### config.mk
export PLATFORM = sky130hd
export DESIGN_NAME = pid_motor_speed_duty_update_flat
export DESIGN_NICKNAME = d
export VERILOG_FILES = /design/src/hdl/pmsd_pkg.sv /design/src/hdl/pmsd_if.sv /design/src/hdl/pid_motor_speed_duty_update.sv /design/src/flat_wrapper.sv
export VERILOG_INCLUDE_DIRS = /design/src /design/src/hdl
export SDC_FILE = /design/constraint.sdc
export NUM_CORES = 2
export LEC_CHECK = 0
export BUFFER_PORTS_ARGS = -buffer_cell sky130_fd_sc_hd__buf_4
export CAP_MARGIN = 20
export CORE_MARGIN = 2
export CORE_UTILIZATION = 45
export CTS_BUF_LIST = sky130_fd_sc_hd__clkbuf_8 sky130_fd_sc_hd__clkbuf_16
export DETAILED_ROUTE_END_ITERATION = 10
export PLACE_DENSITY = 0.57
export SYNTH_ARGS = -nofsm -noshare
export SYNTH_HDL_FRONTEND = slang
export SYNTH_SLANG_ARGS = --single-unit
### constraint.sdc
create_clock -name clk -period 9.23 [get_ports clk]
set_clock_uncertainty 0.1 [all_clocks]
set_input_delay 1.846 -clock clk [delete_from_list [all_inputs] [get_ports clk]]
set_output_delay 1.846 -clock clk [all_outputs]
set_load 0.01 [all_outputs]
### src/hdl/pid_motor_speed_duty_update_defines.svh
// Assertion macros shared by the speed controller RTL.
// Depends on nothing; included by the top level, which writes its checks with them.
`ifndef PID_MOTOR_SPEED_DUTY_UPDATE_DEFINES_SVH
`define PID_MOTOR_SPEED_DUTY_UPDATE_DEFINES_SVH

// Same-cycle implication, disabled while reset is low.
`define PMSD_ASSERT_IMP(lbl, ck, rn, ante, cons, msg) \
  lbl: assert property (@(posedge ck) disable iff (!rn) (ante) |-> (cons)) \
    else $error(msg);

// Next-cycle implication, disabled while reset is low.
`define PMSD_ASSERT_NXT(lbl, ck, rn, ante, cons, msg) \
  lbl: assert property (@(posedge ck) disable iff (!rn) (ante) |=> (cons)) \
    else $error(msg);

`endif

### src/hdl/pmsd_pkg.sv
// Constants, reset values and register codes of the PID speed controller.
// Depends on nothing; used by the channel interfaces and the top level.
package pmsd_pkg;

  // Parameter defaults.
  localparam int COUNT_BITS_DEF     = 10;
  localparam int GAIN_FRAC_BITS_DEF = 8;

  // Fixed field widths.
  localparam int CFG_W     = 16;
  localparam int CFG_IDX_W = 2;
  localparam int GAIN_W    = 16;
  localparam int DUTY_W    = 8;
  localparam int CORR_W    = 6;
  localparam int MEAS_W    = 19;

  // Speed conversion: rpm = (count * 468750) >> 10.
  localparam int SPEED_MUL   = 468750;
  localparam int SPEED_MUL_W = 19;
  localparam int SPEED_SHIFT = 10;

  // Term scalings: proportional divides by 625, integral by 3 * 5^11,
  // derivative multiplies by 375; all terms are Q.16.
  localparam int T1_DIV     = 625;
  localparam int T1_DIV_W   = 10;
  localparam int T3_DIV     = 146484375;
  localparam int T3_DIV_W   = 28;
  localparam int T2_MUL     = 375;
  localparam int T2_MUL_W   = 9;
  localparam int TERM_SHIFT = 16;

  // Correction fold and duty saturation.
  localparam int FOLD_LIMIT = 20;
  localparam int FOLD_VALUE = 8;
  localparam int DUTY_MAX   = 254;
  localparam int DUTY_MIN   = 1;
  localparam int DUTY_RESET = 128;

  // Register reset values.
  localparam int TARGET_RESET = 3600;
  localparam int PROP_RESET   = 3072;
  localparam int INTEG_RESET  = 0;
  localparam int DERIV_RESET  = 0;

  // Configuration register indexes.
  typedef enum logic [CFG_IDX_W-1:0] {
    CFG_TARGET_SPEED = 2'd0,
    CFG_PROP_GAIN    = 2'd1,
    CFG_INTEG_GAIN   = 2'd2,
    CFG_DERIV_GAIN   = 2'd3
  } cfg_idx_t;

endpackage

### src/hdl/pmsd_if.sv
// Valid/ready channel interfaces for the pulse count input and the duty result.
// Depends on pmsd_pkg for field widths and parameter defaults.
interface pmsd_in_if #(
  parameter int COUNT_BITS = pmsd_pkg::COUNT_BITS_DEF
);
  logic                  valid;
  logic                  ready;
  logic [COUNT_BITS-1:0] pulse_count;

  modport source (output valid, output pulse_count, input ready);
  modport sink (input valid, input pulse_count, output ready);
endinterface

interface pmsd_out_if;
  logic                                valid;
  logic                                ready;
  logic [pmsd_pkg::DUTY_W-1:0]         duty;
  logic signed [pmsd_pkg::CORR_W-1:0]  correction;
  logic [pmsd_pkg::MEAS_W-1:0]         measured_speed;

  modport source (output valid, output duty, output correction, output measured_speed,
                  input ready);
  modport sink (input valid, input duty, input correction, input measured_speed,
                output ready);
endinterface

### src/hdl/pid_motor_speed_duty_update.sv
// Top level of the PID motor speed controller: one duty update per sampling tick.
// Depends on pmsd_pkg, the pmsd_in_if / pmsd_out_if channels and the defines header.
//
// Usage: each item on in_chan carries the encoder pulse count of one sampling
// period. The block converts it to rpm, forms the error against target_speed,
// runs a PID correction and returns one item on out_chan with the new duty
// (1..254), the folded integer correction and the measured speed.
// The cfg port writes target_speed and the three Q8.8 gains (index 0..3);
// write it only while no item is in flight.
// The three gain products run as shift-add multipliers, one gain bit per cycle,
// and the two constant divisions as restoring dividers, one
// quotient bit per cycle (DIV_W = COUNT_BITS + 47 - GAIN_FRAC_BITS steps).
// A new item is accepted only in the idle state, after the previous one has
// left the final step, so items never overlap. The result sits in an output
// register, so the next item is accepted while it waits; if the receiver
// still stalls when the following result is ready, that result holds in
// the final step until the register frees.
// Reset (rst_n low, synchronous) restores the register defaults, clears the
// previous error, sets the duty to 128 and empties the output register.
`include "pid_motor_speed_duty_update_defines.svh"

module pid_motor_speed_duty_update #(
  parameter int COUNT_BITS     = pmsd_pkg::COUNT_BITS_DEF,
  parameter int GAIN_FRAC_BITS = pmsd_pkg::GAIN_FRAC_BITS_DEF
) (
  input  logic                             clk,
  input  logic                             rst_n,
  input  logic                             cfg_we,
  input  logic [pmsd_pkg::CFG_IDX_W-1:0]   cfg_index,
  input  logic [pmsd_pkg::CFG_W-1:0]       cfg_data,
  pmsd_in_if.sink                          in_chan,
  pmsd_out_if.source                       out_chan
);

  // Derived widths.
  localparam int GAIN_W   = pmsd_pkg::GAIN_W;
  localparam int DUTY_W   = pmsd_pkg::DUTY_W;
  localparam int CORR_W   = pmsd_pkg::CORR_W;
  localparam int MEAS_W   = pmsd_pkg::MEAS_W;
  localparam int SHIFT_Q  = pmsd_pkg::TERM_SHIFT;
  localparam int PROD_W   = COUNT_BITS + pmsd_pkg::SPEED_MUL_W;
  localparam int SPD_W    = COUNT_BITS + 9;
  localparam int ERR_W    = COUNT_BITS + 10;
  localparam int DS_W     = ERR_W + 1;
  localparam int MUL_W    = GAIN_W + DS_W;
  localparam int WIDE_W   = MUL_W + SHIFT_Q;
  localparam int DIV_W    = MUL_W + 20 - GAIN_FRAC_BITS;
  localparam int T2_W     = MUL_W + pmsd_pkg::T2_MUL_W;
  localparam int MAG_W    = (DIV_W > T2_W) ? DIV_W : T2_W;
  localparam int SUM_W    = MAG_W + 3;
  localparam int HI_W     = SUM_W - SHIFT_Q;
  localparam int CNT_W    = $clog2(DIV_W);
  localparam int R1_W     = pmsd_pkg::T1_DIV_W;
  localparam int R3_W     = pmsd_pkg::T3_DIV_W;
  localparam int DCALC_W  = DUTY_W + 2;
  localparam int FOLD_W   = CORR_W - 1;
  localparam int T1_SHIFT = GAIN_FRAC_BITS + 4;
  localparam int T2_SHIFT = GAIN_FRAC_BITS - 3;
  localparam int T3_SHIFT = GAIN_FRAC_BITS - 4;

  // Multiplier lanes.
  localparam int LANES  = 3;
  localparam int LANE_P = 0;
  localparam int LANE_D = 1;
  localparam int LANE_I = 2;

  // Sized constants.
  localparam logic [R1_W:0]   DIV1_K = (R1_W + 1)'(pmsd_pkg::T1_DIV);
  localparam logic [R3_W:0]   DIV3_K = (R3_W + 1)'(pmsd_pkg::T3_DIV);
  localparam logic [HI_W-1:0] FOLD_LIM_K = HI_W'(pmsd_pkg::FOLD_LIMIT);
  localparam logic [FOLD_W-1:0] FOLD_VAL_K = FOLD_W'(pmsd_pkg::FOLD_VALUE);
  localparam logic signed [DCALC_W-1:0] DUTY_HI = DCALC_W'(pmsd_pkg::DUTY_MAX);
  localparam logic signed [DCALC_W-1:0] DUTY_LO = DCALC_W'(pmsd_pkg::DUTY_MIN);
  localparam logic signed [CORR_W-1:0] CORR_HI = CORR_W'(pmsd_pkg::FOLD_LIMIT - 1);
  localparam logic signed [CORR_W-1:0] CORR_LO = CORR_W'(1 - pmsd_pkg::FOLD_LIMIT);

  typedef enum logic [9:0] {
    ST_IDLE  = 10'b0000000001,
    ST_ERR   = 10'b0000000010,
    ST_LOAD  = 10'b0000000100,
    ST_MUL   = 10'b0000001000,
    ST_DLOAD = 10'b0000010000,
    ST_DIV   = 10'b0000100000,
    ST_SUM1  = 10'b0001000000,
    ST_SUM2  = 10'b0010000000,
    ST_CORR  = 10'b0100000000,
    ST_FIN   = 10'b1000000000
  } state_t;

  // Control and configuration registers.
  state_t                    state_r, state_nxt;
  logic [CNT_W-1:0]          step_r, step_nxt;
  logic [GAIN_W-1:0]         target_r, target_nxt;
  logic [GAIN_W-1:0]         prop_r, prop_nxt;
  logic [GAIN_W-1:0]         integ_r, integ_nxt;
  logic [GAIN_W-1:0]         deriv_r, deriv_nxt;
  logic signed [ERR_W-1:0]   prev_error_r, prev_error_nxt;
  logic [DUTY_W-1:0]         duty_reg_r, duty_reg_nxt;
  logic                      out_valid_r, out_valid_nxt;

  // Datapath registers.
  logic [SPD_W-1:0]          speed_r, speed_nxt;
  logic signed [ERR_W-1:0]   err_r, err_nxt;
  logic [MUL_W-1:0]          mcand_r [LANES];
  logic [MUL_W-1:0]          mcand_nxt [LANES];
  logic [GAIN_W-1:0]         mplier_r [LANES];
  logic [GAIN_W-1:0]         mplier_nxt [LANES];
  logic [MUL_W-1:0]          acc_r [LANES];
  logic [MUL_W-1:0]          acc_nxt [LANES];
  logic [LANES-1:0]          sg_r, sg_nxt;
  logic [DIV_W-1:0]          dv1_r, dv1_nxt;
  logic [DIV_W-1:0]          dv3_r, dv3_nxt;
  logic [R1_W-1:0]           rem1_r, rem1_nxt;
  logic [R3_W-1:0]           rem3_r, rem3_nxt;
  logic [T2_W-1:0]           t2mag_r, t2mag_nxt;
  logic signed [SUM_W-1:0]   sum_r, sum_nxt;
  logic signed [CORR_W-1:0]  corr_r, corr_nxt;
  logic [DUTY_W-1:0]         out_duty_r, out_duty_nxt;
  logic signed [CORR_W-1:0]  out_corr_r, out_corr_nxt;
  logic [MEAS_W-1:0]         out_meas_r, out_meas_nxt;

  // Combinational helpers.
  logic                      in_fire;
  logic                      out_free;
  logic [PROD_W-1:0]         speed_prod;
  logic signed [DS_W-1:0]    diff_v;
  logic signed [DS_W-1:0]    sum_e;
  logic [ERR_W-1:0]          err_mag;
  logic [DS_W-1:0]           diff_mag;
  logic [DS_W-1:0]           sum_e_mag;
  logic [GAIN_W-1:0]         prop_mag;
  logic [GAIN_W-1:0]         integ_mag;
  logic [GAIN_W-1:0]         deriv_mag;
  logic [R1_W:0]             trial1;
  logic [R3_W:0]             trial3;
  logic                      ge1;
  logic                      ge3;
  logic signed [SUM_W-1:0]   t1_s;
  logic signed [SUM_W-1:0]   t2_s;
  logic signed [SUM_W-1:0]   t3_s;
  logic [SUM_W-1:0]          sum_abs;
  logic [HI_W-1:0]           corr_hi;
  logic [FOLD_W-1:0]         corr_fold;
  logic signed [DCALC_W-1:0] duty_calc;
  logic [DUTY_W-1:0]         duty_sat;

  assign in_fire  = in_chan.valid && (state_r == ST_IDLE);
  assign out_free = !out_valid_r || out_chan.ready;

  // Speed conversion: constant multiply, then drop the low bits.
  assign speed_prod = PROD_W'(in_chan.pulse_count[COUNT_BITS-1:0]) *
                      PROD_W'(pmsd_pkg::SPEED_MUL);

  // Error difference and sum with their magnitudes for the multiplier lanes.
  assign diff_v    = DS_W'(err_r) - DS_W'(prev_error_r);
  assign sum_e     = DS_W'(err_r) + DS_W'(prev_error_r);
  assign err_mag   = err_r[ERR_W-1] ? ERR_W'(-err_r) : ERR_W'(err_r);
  assign diff_mag  = diff_v[DS_W-1] ? DS_W'(-diff_v) : DS_W'(diff_v);
  assign sum_e_mag = sum_e[DS_W-1] ? DS_W'(-sum_e) : DS_W'(sum_e);
  assign prop_mag  = prop_r[GAIN_W-1] ? GAIN_W'(-prop_r) : prop_r;
  assign integ_mag = integ_r[GAIN_W-1] ? GAIN_W'(-integ_r) : integ_r;
  assign deriv_mag = deriv_r[GAIN_W-1] ? GAIN_W'(-deriv_r) : deriv_r;

  // Restoring divider steps: one quotient bit per cycle in each lane.
  assign trial1 = {rem1_r, dv1_r[DIV_W-1]};
  assign trial3 = {rem3_r, dv3_r[DIV_W-1]};
  assign ge1    = (trial1 >= DIV1_K);
  assign ge3    = (trial3 >= DIV3_K);

  // Signed terms rebuilt from magnitudes and product signs.
  assign t1_s = sg_r[LANE_P] ? -$signed(SUM_W'(dv1_r)) : $signed(SUM_W'(dv1_r));
  assign t2_s = sg_r[LANE_D] ? -$signed(SUM_W'(t2mag_r)) : $signed(SUM_W'(t2mag_r));
  assign t3_s = sg_r[LANE_I] ? -$signed(SUM_W'(dv3_r)) : $signed(SUM_W'(dv3_r));

  // Integer correction, truncated toward zero, then the fold rule.
  assign sum_abs   = sum_r[SUM_W-1] ? SUM_W'(-sum_r) : SUM_W'(sum_r);
  assign corr_hi   = sum_abs[SUM_W-1:SHIFT_Q];
  assign corr_fold = (corr_hi >= FOLD_LIM_K) ? FOLD_VAL_K : corr_hi[FOLD_W-1:0];

  // Duty update with saturation to the legal byte range.
  assign duty_calc = $signed({2'b00, duty_reg_r}) - DCALC_W'(corr_r);
  always_comb begin
    if (duty_calc > DUTY_HI) begin
      duty_sat = DUTY_W'(DUTY_HI);
    end else if (duty_calc < DUTY_LO) begin
      duty_sat = DUTY_W'(DUTY_LO);
    end else begin
      duty_sat = duty_calc[DUTY_W-1:0];
    end
  end

  // Configuration writes.
  always_comb begin
    target_nxt = target_r;
    prop_nxt   = prop_r;
    integ_nxt  = integ_r;
    deriv_nxt  = deriv_r;
    if (cfg_we) begin
      case (pmsd_pkg::cfg_idx_t'(cfg_index))
        pmsd_pkg::CFG_TARGET_SPEED: target_nxt = cfg_data;
        pmsd_pkg::CFG_PROP_GAIN:    prop_nxt   = cfg_data;
        pmsd_pkg::CFG_INTEG_GAIN:   integ_nxt  = cfg_data;
        pmsd_pkg::CFG_DERIV_GAIN:   deriv_nxt  = cfg_data;
        default: ;
      endcase
    end
  end

  // Sequencer and datapath next values.
  always_comb begin
    state_nxt      = state_r;
    step_nxt       = step_r;
    prev_error_nxt = prev_error_r;
    duty_reg_nxt   = duty_reg_r;
    out_valid_nxt  = out_valid_r;
    speed_nxt      = speed_r;
    err_nxt        = err_r;
    mcand_nxt      = mcand_r;
    mplier_nxt     = mplier_r;
    acc_nxt        = acc_r;
    sg_nxt         = sg_r;
    dv1_nxt        = dv1_r;
    dv3_nxt        = dv3_r;
    rem1_nxt       = rem1_r;
    rem3_nxt       = rem3_r;
    t2mag_nxt      = t2mag_r;
    sum_nxt        = sum_r;
    corr_nxt       = corr_r;
    out_duty_nxt   = out_duty_r;
    out_corr_nxt   = out_corr_r;
    out_meas_nxt   = out_meas_r;

    // The receiver takes the held result.
    if (out_valid_r && out_chan.ready) begin
      out_valid_nxt = 1'b0;
    end

    case (state_r)
      ST_IDLE: begin
        if (in_fire) begin
          speed_nxt = SPD_W'(speed_prod >> pmsd_pkg::SPEED_SHIFT);
          state_nxt = ST_ERR;
        end
      end
      ST_ERR: begin
        err_nxt   = $signed(ERR_W'(target_r)) - $signed(ERR_W'(speed_r));
        state_nxt = ST_LOAD;
      end
      ST_LOAD: begin
        mcand_nxt[LANE_P]  = MUL_W'(err_mag);
        mcand_nxt[LANE_D]  = MUL_W'(diff_mag);
        mcand_nxt[LANE_I]  = MUL_W'(sum_e_mag);
        mplier_nxt[LANE_P] = prop_mag;
        mplier_nxt[LANE_D] = deriv_mag;
        mplier_nxt[LANE_I] = integ_mag;
        for (int i = 0; i < LANES; i++) begin
          acc_nxt[i] = '0;
        end
        sg_nxt[LANE_P] = prop_r[GAIN_W-1] ^ err_r[ERR_W-1];
        sg_nxt[LANE_D] = deriv_r[GAIN_W-1] ^ diff_v[DS_W-1];
        sg_nxt[LANE_I] = integ_r[GAIN_W-1] ^ sum_e[DS_W-1];
        step_nxt  = CNT_W'(GAIN_W - 1);
        state_nxt = ST_MUL;
      end
      ST_MUL: begin
        // Shift-add: one gain bit per cycle in each lane.
        for (int i = 0; i < LANES; i++) begin
          if (mplier_r[i][0]) begin
            acc_nxt[i] = acc_r[i] + mcand_r[i];
          end
          mcand_nxt[i]  = {mcand_r[i][MUL_W-2:0], 1'b0};
          mplier_nxt[i] = {1'b0, mplier_r[i][GAIN_W-1:1]};
        end
        step_nxt = step_r - CNT_W'(1);
        if (step_r == '0) begin
          state_nxt = ST_DLOAD;
        end
      end
      ST_DLOAD: begin
        // Scale to Q.16 and strip the power-of-two part of each divisor.
        dv1_nxt   = DIV_W'({acc_r[LANE_P], {SHIFT_Q{1'b0}}} >> T1_SHIFT);
        dv3_nxt   = DIV_W'({acc_r[LANE_I], {SHIFT_Q{1'b0}}} >> T3_SHIFT);
        t2mag_nxt = T2_W'((T2_W'(acc_r[LANE_D]) * T2_W'(pmsd_pkg::T2_MUL)) >> T2_SHIFT);
        rem1_nxt  = '0;
        rem3_nxt  = '0;
        step_nxt  = CNT_W'(DIV_W - 1);
        state_nxt = ST_DIV;
      end
      ST_DIV: begin
        rem1_nxt = ge1 ? R1_W'(trial1 - DIV1_K) : trial1[R1_W-1:0];
        rem3_nxt = ge3 ? R3_W'(trial3 - DIV3_K) : trial3[R3_W-1:0];
        dv1_nxt  = {dv1_r[DIV_W-2:0], ge1};
        dv3_nxt  = {dv3_r[DIV_W-2:0], ge3};
        step_nxt = step_r - CNT_W'(1);
        if (step_r == '0) begin
          state_nxt = ST_SUM1;
        end
      end
      ST_SUM1: begin
        sum_nxt   = t1_s + t2_s;
        state_nxt = ST_SUM2;
      end
      ST_SUM2: begin
        sum_nxt   = sum_r + t3_s;
        state_nxt = ST_CORR;
      end
      ST_CORR: begin
        corr_nxt  = sum_r[SUM_W-1] ? -$signed({1'b0, corr_fold}) : $signed({1'b0, corr_fold});
        state_nxt = ST_FIN;
      end
      ST_FIN: begin
        // Commit state and hand the result over once the output register is free.
        if (out_free) begin
          duty_reg_nxt   = duty_sat;
          prev_error_nxt = err_r;
          out_valid_nxt  = 1'b1;
          out_duty_nxt   = duty_sat;
          out_corr_nxt   = corr_r;
          out_meas_nxt   = MEAS_W'(speed_r);
          state_nxt      = ST_IDLE;
        end
      end
      default: begin
        state_nxt = ST_IDLE;
      end
    endcase
  end

  // Control registers.
  always_ff @(posedge clk) begin
    if (!rst_n) begin
      state_r      <= ST_IDLE;
      target_r     <= GAIN_W'(pmsd_pkg::TARGET_RESET);
      prop_r       <= GAIN_W'(pmsd_pkg::PROP_RESET);
      integ_r      <= GAIN_W'(pmsd_pkg::INTEG_RESET);
      deriv_r      <= GAIN_W'(pmsd_pkg::DERIV_RESET);
      prev_error_r <= '0;
      duty_reg_r   <= DUTY_W'(pmsd_pkg::DUTY_RESET);
      out_valid_r  <= 1'b0;
    end else begin
      state_r      <= state_nxt;
      target_r     <= target_nxt;
      prop_r       <= prop_nxt;
      integ_r      <= integ_nxt;
      deriv_r      <= deriv_nxt;
      prev_error_r <= prev_error_nxt;
      duty_reg_r   <= duty_reg_nxt;
      out_valid_r  <= out_valid_nxt;
    end
  end

  // Datapath registers.
  always_ff @(posedge clk) begin
    step_r     <= step_nxt;
    speed_r    <= speed_nxt;
    err_r      <= err_nxt;
    mcand_r    <= mcand_nxt;
    mplier_r   <= mplier_nxt;
    acc_r      <= acc_nxt;
    sg_r       <= sg_nxt;
    dv1_r      <= dv1_nxt;
    dv3_r      <= dv3_nxt;
    rem1_r     <= rem1_nxt;
    rem3_r     <= rem3_nxt;
    t2mag_r    <= t2mag_nxt;
    sum_r      <= sum_nxt;
    corr_r     <= corr_nxt;
    out_duty_r <= out_duty_nxt;
    out_corr_r <= out_corr_nxt;
    out_meas_r <= out_meas_nxt;
  end

  // Channel outputs.
  assign in_chan.ready           = (state_r == ST_IDLE);
  assign out_chan.valid          = out_valid_r;
  assign out_chan.duty           = out_duty_r;
  assign out_chan.correction     = out_corr_r;
  assign out_chan.measured_speed = out_meas_r;

  // Checks on the block's own behavior.
  `PMSD_ASSERT_IMP(a_duty_range, clk, rst_n, out_chan.valid, (out_chan.duty >= DUTY_W'(DUTY_LO)) && (out_chan.duty <= DUTY_W'(DUTY_HI)), "duty left the saturation range")
  `PMSD_ASSERT_IMP(a_corr_range, clk, rst_n, out_chan.valid, (out_chan.correction >= CORR_LO) && (out_chan.correction <= CORR_HI), "correction escaped the fold rule")
  `PMSD_ASSERT_NXT(a_one_item, clk, rst_n, in_chan.valid && in_chan.ready, !in_chan.ready, "second item taken while one is in flight")
  `PMSD_ASSERT_NXT(a_state_hold, clk, rst_n, state_r != ST_FIN, $stable(prev_error_r) && $stable(duty_reg_r), "controller state changed outside the commit step")

endmodule

### src/flat_wrapper.sv
// flat-port wrapper written by rule: the top's interface ports become plain ports
module pid_motor_speed_duty_update_flat 
#(
  parameter int COUNT_BITS     = pmsd_pkg::COUNT_BITS_DEF,
  parameter int GAIN_FRAC_BITS = pmsd_pkg::GAIN_FRAC_BITS_DEF
)
  (clk, rst_n, cfg_we, cfg_index, cfg_data, in_chan_valid, in_chan_pulse_count, in_chan_ready, out_chan_valid, out_chan_duty, out_chan_correction, out_chan_measured_speed, out_chan_ready);
  pmsd_in_if #(.COUNT_BITS(COUNT_BITS)) in_chan_i ();
  pmsd_out_if out_chan_i ();
  input  logic clk;
  input  logic rst_n;
  input  logic cfg_we;
  input  logic [pmsd_pkg::CFG_IDX_W-1:0] cfg_index;
  input  logic [pmsd_pkg::CFG_W-1:0] cfg_data;
  input wire logic [$bits(in_chan_i.valid)-1:0] in_chan_valid;
  input wire logic [$bits(in_chan_i.pulse_count)-1:0] in_chan_pulse_count;
  output wire logic [$bits(in_chan_i.ready)-1:0] in_chan_ready;
  output wire logic [$bits(out_chan_i.valid)-1:0] out_chan_valid;
  output wire logic [$bits(out_chan_i.duty)-1:0] out_chan_duty;
  output wire logic [$bits(out_chan_i.correction)-1:0] out_chan_correction;
  output wire logic [$bits(out_chan_i.measured_speed)-1:0] out_chan_measured_speed;
  input wire logic [$bits(out_chan_i.ready)-1:0] out_chan_ready;
  assign in_chan_i.valid = in_chan_valid;
  assign in_chan_i.pulse_count = in_chan_pulse_count;
  assign in_chan_ready = in_chan_i.ready;
  assign out_chan_valid = out_chan_i.valid;
  assign out_chan_duty = out_chan_i.duty;
  assign out_chan_correction = out_chan_i.correction;
  assign out_chan_measured_speed = out_chan_i.measured_speed;
  assign out_chan_i.ready = out_chan_ready;
  pid_motor_speed_duty_update #(.COUNT_BITS(COUNT_BITS), .GAIN_FRAC_BITS(GAIN_FRAC_BITS)) u_core (.clk(clk), .rst_n(rst_n), .cfg_we(cfg_we), .cfg_index(cfg_index), .cfg_data(cfg_data), .in_chan(in_chan_i), .out_chan(out_chan_i));
endmodule
==> reports/metrics.cfg <==
[outcome]
run_status=finished clean

[clocking]
cts_root_buf=clkbuf_16
clk_latency_ps=710
cts_tree=done
clk_path_buf_depth=3
cts_inserted_buffers=86
clk_pin_slew_ps=60
cts_hold_buf=0
numClockSinks=688
ctsResizeCount=0
cts-htree-levels=3
post_cts_buffers=0

[global_routing]
grt_usage=0.216
top_usage_layer=met2
grt_pass1_wl_um=227000
use_met2=0.348
grtUsageMet1=0.305
globalRouteMet3Util=0.0260
antenna_found_initial=1
grt_max_degree=138
gr-total-overflow=0
grt_pass1_vias=41900

[timing]
max_freq_mhz=143
rsz0062_at_grt=false
final.setup.worst_slack_ps=2240
hold_viol=0
min_period_ps=6990
hold_ws_ps=371
final.period_utilization=0.758
maxSlewHeadroom=0.273
report.final.slew_viol_count=0
setup_viol=0
finalSetupTns_ps=0
tightest_slew_ps=1080

[pwr]
total_power_mw=8.46
vdd_drop_max_uv=160
p_leak_nw=25.9
powerDensity_mw_per_mm2=136

[place]
post-dp-hpwl_um=107000
dp_slack_ps=2150
io_buffer_count=67
gp_congestion=0.894

[job]
max-cap-violations=0

[yosys]
synth_edf_count=585
yosysMostFrequentCell=inv_1
synth_fp_nets=6808
synth_async_sr_flop_share=0
ys.flop_type=edfxtp_1
yosys.area.top_type=edfxtp_1
ys_top_cells_by_area=edfxtp_1 31%, ha_1 11%, fa_1 7.7%, xnor2_1 5.4%, inv_1 4.4%
syn_inst=6053
synth-warning-count=0
synth_common_cells=664 x inv_1, 585 x edfxtp_1, 514 x nand2_1, 502 x ha_1, 421 x nor2_1
syn_avg_cell_area_sq_um=9.39
ys_seq_area_frac=0.345
ys_seq_elements=688
yosysUniqueCellTypes=87
syn-cell-area_sq_mm=0.0568
synth_top_area_frac=0.309

[critical_path]
cp_max_fo=8
critPathArrivalTime_ps=7330
cp-start-kind=flip-flop
setup.worst_path.class=flip-flop to flip-flop
crit_path_end_kind=flip-flop
worstPathRequired_ps=9570

[drt]
drcViolationCount=0
via_per_inst=5.51
drtPass1Iterations=5
totalWireLength_um=140000
drtIter0Drc=2850
ant_nets=0
wl_per_cell_um=18.1
via_count=42800

[cells_and_area]
multiInputGateArea_sq_mm=0.0340
finish.utilization=0.495
design.final.nets=6801
layout-drive-gt1-share=0.0603
seq_area_sq_mm=0.0196
area_delta_synth_final_pct=9.15
final.fill_count=11900

[floorplan]
die_h_um=359
die_w_um=359
io_pins=68
core_area_sq_mm=0.125
initial_core_util=0.453
num_rows=130
die-area_sq_mm=0.129

[worst_hold_path]
hold_class=flip-flop to flip-flop

-- cells in the final DEF, fill, tap and decap left out, drive strengths merged, types with 92 or more instances in the layout --
| cell | synthesis | routed |
|---|---|---|
| inv | 664 | 688 |
| edfxtp | 585 | 585 |
| nand2 | 514 | 514 |
| ha | 502 | 502 |
| nor2 | 421 | 421 |
| a21oi | 389 | 389 |
| xnor2 | 350 | 350 |
| o21ai | 347 | 347 |
| fa | 220 | 220 |
| xor2 | 190 | 190 |
| a21o | 180 | 180 |
| nand3 | 108 | 108 |
| dfxtp | 103 | 103 |
| buf | 7 | 100 |
| a21boi | 99 | 99 |
| nor3 | 97 | 97 |
| and2 | 95 | 95 |
| or3 | 92 | 92 |
-- area by class of cell --
cell class,count,area share
clock inverters,70,0.0127
inverters,664,0.0402
repair buffers,101,0.0134
flip-flops and latches,688,0.316
multi-input cells,4505,0.548
clock buffers,90,0.0356
well taps,1650,0.0333
diodes,1,0.0000403
-- through the flow --
step | instance area [sq um] | instances
after detailed placement | 59000 | 7604
final | 62000 | 7769
after global placement | 58900 | 7603
after global routing | 62000 | 7768
after CTS | 62000 | 7764
after floorplan | 56800 | 6053
-- per-layer routing --
metal	vias to the layer above	share of wire
li1	21300	-
met1	20600	0.49
met3	163	0.039
met4	2	0.025
met2	721	0.45
met5	-	0.000093
-- registers in the layout, summed over array words and instances, names as in the netlist, 8 cells and up --
name                            cells
u_core.mcand_r                    110
u_core.prev_error_r                20
u_core.dv3_r                       49
u_core.out_chan.measured_speed     19
u_core.integ_r                     16
u_core.err_r                       20
u_core.sum_r                       52
u_core.prop_r                      16
u_core.acc_r                      111
u_core.rem3_r                      28
u_core.out_chan.duty                8
u_core.mplier_r                    48
u_core.deriv_r                     16
u_core.t2mag_r                     41
u_core.state_r                     10
u_core.rem1_r                      10
u_core.dv1_r                       49
u_core.speed_r                     19
u_core.target_r                    16
u_core.duty_reg_r                   8
-- critical path: stages (launching register included) --
cell,delay (ps)
edfxtp_1,560
fa_1,590
inv_1,50
fa_1,490
inv_1,50
fa_1,480
inv_1,60
fa_1,530
inv_1,50
ha_1,360
and4_1,280
nand2_1,90
a2111oi_0,840
o21ai_0,410
a2111oi_0,530
a211oi_1,170
o21bai_1,400
a221oi_1,240
o31a_1,330
xnor2_1,120
-- worst paths after layout --
| check | start | to | slack (ps) | cells after the start |
|---|---|---|---|---|
| max reg2reg | u_core.acc_r[49] | u_core.t2mag_r[40] | 2240 | 19 |
| min reg2reg | u_core.speed_r[5] | u_core.out_chan.measured_speed[5] | 370 | 0 |
| min | u_core.speed_r[5] | u_core.out_chan.measured_speed[5] | 370 | 0 |
| max | u_core.acc_r[49] | u_core.t2mag_r[40] | 2240 | 19 |
-- cell families after synthesis --
| kind of cell | synth area share |
|---|---|
| AO/OA/AOI/OAI | 0.160 |
| XOR/XNOR | 0.0832 |
| adder cells (fa/ha/maj) | 0.188 |
| buffers and inverters | 0.0568 |
| flip-flops | 0.345 |
| multiplexers | 0.0168 |
| AND/OR/NAND/NOR | 0.149 |
-- where the power goes --
group | internal, mW | switching [mW] | leakage [nW]
Sequential | 3.51 | 0.0838 | 6.19
Combinational | 0.573 | 0.737 | 18.2
Clock | 2.09 | 1.46 | 1.51
No activity file was read; power rests on OpenSTA's default activity.
